File: src/rtl/core/gboe_pkg.sv
// shared types and constants of the grid border obstacle extractor
// no dependencies; used by gboe_judge, the top level and the checker
package gboe_pkg;

  localparam int CFG_IDX_W    = 2;
  localparam int CFG_DATA_W   = 13;
  localparam int GW_BITS      = 11;
  localparam int GH_BITS      = 13;
  localparam int THR_BITS     = 8;
  localparam int IN_VAL_BITS  = 8;
  localparam int COL_OUT_BITS = 10;
  localparam int ROW_BITS     = 12;
  localparam int MAX_HEIGHT   = 4096;

  localparam logic [GW_BITS-1:0]  GW_RESET  = 11'd1024;
  localparam logic [GH_BITS-1:0]  GH_RESET  = 13'd1024;
  localparam logic [THR_BITS-1:0] THR_RESET = 8'd128;

  typedef enum logic [CFG_IDX_W-1:0] {
    CFG_GRID_WIDTH,
    CFG_GRID_HEIGHT,
    CFG_OCC_THRESHOLD
  } cfg_idx_t;

  // per-cell control passed from the position counters to the window logic
  typedef struct packed {
    logic emit;       // delay line full, centre cell is judged
    logic edge_cell;  // centre lies on the outer edge of the grid
    logic two_hits;   // edge cell lies on two opposite edges, so it is reported twice
  } judge_ctl_t;

endpackage

File: src/rtl/core/gboe_judge.sv
// 3x3 window registers and the obstacle boundary decision for the centre cell
// depends on gboe_pkg
module gboe_judge #(
  parameter int VALUE_BITS = 8
) (
  input  logic                           clk,
  input  logic                           rst_n,
  input  logic                           adv,
  input  gboe_pkg::judge_ctl_t           ctl,
  input  logic [gboe_pkg::THR_BITS-1:0]  thr,
  input  logic [VALUE_BITS-1:0]          col_top,
  input  logic [VALUE_BITS-1:0]          col_mid,
  input  logic [VALUE_BITS-1:0]          col_bot,
  output logic [1:0]                     hit_cnt
);
  import gboe_pkg::*;

  localparam int CMPW = (VALUE_BITS > THR_BITS) ? VALUE_BITS : THR_BITS;

  logic [VALUE_BITS-1:0] win_r [3][3];
  logic [CMPW-1:0]       thr_x;
  logic [CMPW-1:0]       centre_x;
  logic                  nb_above;

  always_ff @(posedge clk) begin
    if (!rst_n) begin
      for (int r = 0; r < 3; r++) begin
        for (int c = 0; c < 3; c++) begin
          win_r[r][c] <= '0;
        end
      end
    end else if (adv) begin
      for (int r = 0; r < 3; r++) begin
        win_r[r][0] <= win_r[r][1];
        win_r[r][1] <= win_r[r][2];
      end
      win_r[0][2] <= col_top;
      win_r[1][2] <= col_mid;
      win_r[2][2] <= col_bot;
    end
  end

  // decision on the window as it stands after this shift
  always_comb begin
    thr_x    = CMPW'(thr);
    centre_x = CMPW'(win_r[1][2]);
    nb_above = (CMPW'(win_r[0][1]) > thr_x) || (CMPW'(win_r[1][1]) > thr_x) ||
               (CMPW'(win_r[2][1]) > thr_x) || (CMPW'(win_r[0][2]) > thr_x) ||
               (CMPW'(win_r[2][2]) > thr_x) || (CMPW'(col_top) > thr_x) ||
               (CMPW'(col_mid) > thr_x) || (CMPW'(col_bot) > thr_x);
    hit_cnt = 2'd0;
    if (ctl.emit && (centre_x < thr_x)) begin
      if (ctl.edge_cell) begin
        hit_cnt = ctl.two_hits ? 2'd2 : 2'd1;
      end else if (nb_above) begin
        hit_cnt = 2'd1;
      end
    end
  end

endmodule

File: config.mk
export PLATFORM = sky130hd
export DESIGN_NAME = gboe_judge
export DESIGN_NICKNAME = d
export VERILOG_FILES = /design/src/rtl/core/gboe_pkg.sv /design/src/rtl/core/gboe_judge.sv
export SDC_FILE = /design/constraint.sdc
export NUM_CORES = 1
export LEC_CHECK = 0
export BUFFER_PORTS_ARGS = -buffer_cell sky130_fd_sc_hd__buf_2
export CORE_MARGIN = 2
export CORE_UTILIZATION = 35
export DETAILED_ROUTE_END_ITERATION = 8
export PLACE_DENSITY = 0.52
export RECOVER_POWER = 25
export SETUP_SLACK_MARGIN = 0.02
export SYNTH_ARGS = -nofsm -noshare
export SYNTH_HDL_FRONTEND = slang
export SYNTH_SLANG_ARGS = --single-unit
File: constraint.sdc
create_clock -name clk -period 7.86 [get_ports clk]
set_clock_uncertainty 0.1 [all_clocks]
set_input_delay 1.965 -clock clk [delete_from_list [all_inputs] [get_ports clk]]
set_output_delay 1.965 -clock clk [all_outputs]
set_load 0.005 [all_outputs]
Word level (Yosys, flattened, before mapping):

Memory sizes are Yosys's and may differ from the RTL's.
Cells that the tools add are included.

* order comparisons: 9
* multiplexer cells: 17
* bitwise operators: 9
* reduce and logical (&&, ||, !) cells: 8

Operators by type and width (number)
* $mux W8: 9
* $gt A8 B8 Y1: 8
* $or A1 B1 Y1: 9
* $lt A8 B8 Y1: 1
* $logic_or A1 B1 Y1: 7
* $mux W2: 3
* $mux W1: 5
* $logic_and A1 B1 Y1: 1

* register bits: 0
* memory bits (writable): 72
* input bits: 38
* output and inout port bits: 2
* word-level logic and storage cells: 44
* memories kept: 1

Memories
* win_r: depth 3, bits a word 24, rd ports 3, clocked after Yosys merged registers in 0, wr ports 3, RTL line gboe_judge.sv:20 `logic [VALUE_BITS-1:0] win_r [3][3];`

Logic depth before layout (Yosys ltp):

An unclocked memory read counts as a cell.

* depth after elaboration: 12
* depth in mapped cells: 8
* mapped depth without buffers: 8

Worst setup path after synthesis:

OpenSTA, ideal clock, no wires.

* path kind: in2out
* start: input port thr[1] in the netlist's numbering
* end: output port hit_cnt[0]
* arrival time: 3282 ps
* path slack: 2513 ps
* stages on the path: 8
* buffers on the path: 0
* cells stage by stage: inv_1 ha_1 nor2b_2 o211ai_1 a211oi_1 nor4_1 o2111a_1 a221oi_2

* cells in the longest elaborated chain, start to end: 11

Ends and longest elaborated chain
* start, declared: RTL line gboe_judge.sv:10 `input logic [gboe_pkg::THR_BITS-1:0] thr,`
* $gt A8 B8 Y1: RTL line gboe_judge.sv:47 `nb_above = (CMPW'(win_r[0][1]) > thr_x) || (CMPW'(win_r[1][1]) > thr_x) ||`
* $logic_or A1 B1 Y1 (2 in series): RTL line gboe_judge.sv:47
* $logic_or A1 B1 Y1 (2 in series): RTL line gboe_judge.sv:48 `(CMPW'(win_r[2][1]) > thr_x) || (CMPW'(win_r[0][2]) > thr_x) ||`
* $logic_or A1 B1 Y1 (2 in series): RTL line gboe_judge.sv:49 `(CMPW'(win_r[2][2]) > thr_x) || (CMPW'(col_top) > thr_x) ||`
* $logic_or A1 B1 Y1: RTL line gboe_judge.sv:50 `(CMPW'(col_mid) > thr_x) || (CMPW'(col_bot) > thr_x);`
* $mux W1: RTL line gboe_judge.sv:55 `end else if (nb_above) begin`
* $mux W2: RTL line gboe_judge.sv:53 `if (ctl.edge_cell) begin`
* $mux W2 (*): RTL line gboe_judge.sv:52 `if (ctl.emit && (centre_x < thr_x)) begin`
* end, declared: RTL line gboe_judge.sv:14 `output logic [1:0] hit_cnt`

Mark *: on every way between the ends. The rest lies on a longest branch, timed or not.

Final worst setup path:

Same ends and word-level chain as after synthesis.

==> impl_metrics.yaml <==
run_status:
  run_status: "finished with violations"
  violations_in_the_final_reports: "max-capacitance violations, max-slew violations"
critical_path:
  critical_path_peak_fanout: 9
  start_kind: "primary input"
  critical_path.slowest_cell: "sky130_fd_sc_hd__inv_1"
  setup.worst_path.class: "primary input to output pin"
  critical-path-max-stage-delay_ns: 0.31
  cp_cell_sequence: "buf_2 -> inv_1 -> ha_1 -> nor2b_1 -> o211ai_2 -> a21oi_1 -> nor4bb_1 -> o2111a_1 -> a221oi_2 -> buf_2"
  worst-endpoint-required_ns: 5.80
  worst_setup_path_end_kind: "output pin"
  critPathMostFrequentCell: "sky130_fd_sc_hd__buf_2"
  critPathArrivalTime_ns: 3.89
cts:
  h-tree-depth: 2
  ctsHoldBuffers: 0
  clock_sink_count: 48
  clk_pin_slew_ns: 0.08
  clkLatencyLatePin_ns: 0.29
  cts_made_buffers: 5
  cts_root_buf: "sky130_fd_sc_hd__clkbuf_8"
  cts_tree: "built"
  cts-resized-gates: 0
  cts_setup_buffers: 0
  clk_path_buf_depth: 2
floorplan:
  ioPinCount: 40
  x_dimension_of_the_die_um: 103
  rows: 36
  floorplan.die.height_um: 103
  initial_core_util_pct: 35.5
  die-area_mm2: 0.0106
  floorplan.core_area_mm2: 0.00964
cells_and_area:
  largest_register: "win_r"
  fin_area_mm2: 0.00382
  largest_register_ff_count: 48
  num_antenna_cells: 0
  finalNetCount: 456
  area_growth_from_synthesis_to_layout_pct: 11.7
  largest_registers: "win_r (48)"
  n_fill_cell: 988
  count_of_non_filler_cells_in_the_finished_layout: 478
  layout-drive-gt1-share_pct: 15.1
grt:
  first_global_vias: 2584
  antenna_violations_before_repair: 0
  grt-ovfl-total: 0
  global_route.usage.total_pct: 16.7
  grt_pass1_wl_um: 13400
  grt_max_degree: 50
route:
  totalWireLength_um: 8190
  drt_drc_violations_left: 0
  dr.pass1.iters: 4
  detail-route-antenna-nets: 0
  drt-vias-per-instance: 5.28
  drc_violation_total_after_the_first_tritonroute_iteration: 80
  average_wire_per_cell_in_the_routed_design_um: 17.1
  num_vias: 2522
power:
  power_per_cell_area_mw_per_mm2: 150
  max-vdd-ir-drop_uv: 64.0
  power_report.internal_total_uw: 414
  sw_power_uw: 161
  part_of_the_total_power_dissipated_in_sequential_elements_pct: 54.0
  power.static_leakage_nw: 1.83
  share_comb_of_total_power_pct: 22.4
  swShare_pct: 28.1
  power.clock.fraction_pct: 23.7
logic_synthesis:
  yosysTopAreaCell: "sky130_fd_sc_hd__edfxtp_1"
  synth_edf_count: 48
  synth-async-reset-ratio_pct: 0
  synth_commonest_cells: "sky130_fd_sc_hd__ha_1, sky130_fd_sc_hd__and3_1, sky130_fd_sc_hd__edfxtp_1, sky130_fd_sc_hd__a21oi_1, sky130_fd_sc_hd__inv_1"
  synth_sequential_area_ratio_pct: 42.1
  synth_warnings: 0
  synth_flop_cell: "sky130_fd_sc_hd__edfxtp_1"
  mappedNetlistArea_mm2: 0.00342
  post_synth_inst_count: 310
  yosys-top-cells-area: "sky130_fd_sc_hd__edfxtp_1, sky130_fd_sc_hd__ha_1, sky130_fd_sc_hd__and3_1"
  synth.most_common_cell: "sky130_fd_sc_hd__ha_1"
  synthDistinctLibCells: 29
  synthDominantCellAreaShare_pct: 42.1
  syn_nets: 419
  syn-mean-instance-area_um2: 11.0
  ys_seq_elements: 48
placement:
  routabilityCongestion: 0.774
  total_placed_cells_including_tap_cells: 473
  place_worst_setup_slack_ns: 1.90
  dp_area_mm2: 0.00376
  dpl.hpwl_um: 6030
  port_buffers: 39
sta:
  worst_hold_slack_ns: 0.488
  finalWorstSetupSlack_ns: 1.91
  max_slew.worst_pin.slew_ns: 1.82
  drv_slew: 50
  max_freq_ghz: 0.168
  grt_setup_unrepaired: "false"
  setup_viol: 0
  max_slew_margin_pct: -21.5
  setup_tns_ns: 0
  final-hold-violation-count: 0
  finalWorstPathRequiredPeriod_ns: 5.95
  post-route-period-util_pct: 75.8
run:
  maxCapViolCount: 1
min_path:
  hold_path_class: "register to register"
kinds of logic (layout without fill, tap and decap cells):
group | after synthesis | in the layout | synth area share (%)
AND/OR/NAND/NOR | 100 | 100 | 17.6
adder cells (fa/ha/maj) | 71 | 71 | 26.0
AO/OA/AOI/OAI | 63 | 63 | 11.3
flip-flops | 48 | 48 | 42.1
buffers and inverters | 28 | 63 | 3.07
power by group through the flow:
| stage | Combinational (mW) | Sequential (mW) | Clock (mW) |
|---|---|---|---|
| after floorplan | 0.0869 | 0.313 | 0 |
| final | 0.128 | 0.310 | 0.136 |
| after CTS | 0.131 | 0.311 | 0.141 |
| after detailed placement | 0.130 | 0.317 | 0 |
| after global placement | 0.126 | 0.316 | 0 |
| after global routing | 0.149 | 0.313 | 0.150 |
metal layers:
layer  routed length [um]  GRT usage, %
met1                 3970          23.2
met2                 3930          27.8
met3                  178          2.37
met4                  105          3.95
met5                    0             0
layout by cell type, fill, tap and decap left out, types with 11 or more instances in the layout:
master | Yosys | routed
sky130_fd_sc_hd__ha_1 | 71 | 71
sky130_fd_sc_hd__inv_1 | 18 | 18
sky130_fd_sc_hd__o21ai_0 | 16 | 16
sky130_fd_sc_hd__nand2_1 | 11 | 11
sky130_fd_sc_hd__edfxtp_1 | 48 | 48
sky130_fd_sc_hd__buf_2 | 0 | 38
sky130_fd_sc_hd__a21oi_1 | 31 | 31
sky130_fd_sc_hd__and3_1 | 48 | 48
sky130_fd_sc_hd__nand4_1 | 17 | 17
through the flow:
step	total power, mW	utilization (%)
finish	0.575	39.7
global route	0.612	39.7
CTS	0.583	39.7
detailed placement	0.446	39.0
global placement	0.443	39.0
floorplan	0.400	-
layout make-up:
type,instances,area (um^2),area share (%)
Multi-Input combinational cell,234,1880,49.1
Tap cell,133,166,4.35
Sequential cell,48,1440,37.7
Clock buffer,5,68.8,1.80
Timing Repair Buffer,40,201,5.27
Inverter,18,67.6,1.77
critical path, delay by kind of cell:
family	cells	cell delay, ns
AOI/OAI and AO/OA	4	0.61
buffers and inverters	3	0.56
and+or+nand+nor	2	0.44
adders and majority gates	1	0.31
final timing paths:
check                             startpoint                         end  slack [ns]  cells after the start
hold reg to reg    win_r[0][0]$_SDFFCE_PN0P_   win_r[0][8]$_SDFFCE_PN0P_        0.49                      1
hold / removal     win_r[0][0]$_SDFFCE_PN0P_   win_r[0][8]$_SDFFCE_PN0P_        0.49                      1
setup reg to reg  win_r[0][51]$_SDFFCE_PN0P_  win_r[0][59]$_SDFFCE_PN0P_        6.90                      1
setup / recovery                      thr[1]                  hit_cnt[0]        1.91                     10
No activity file was read; power rests on OpenSTA's default activity.
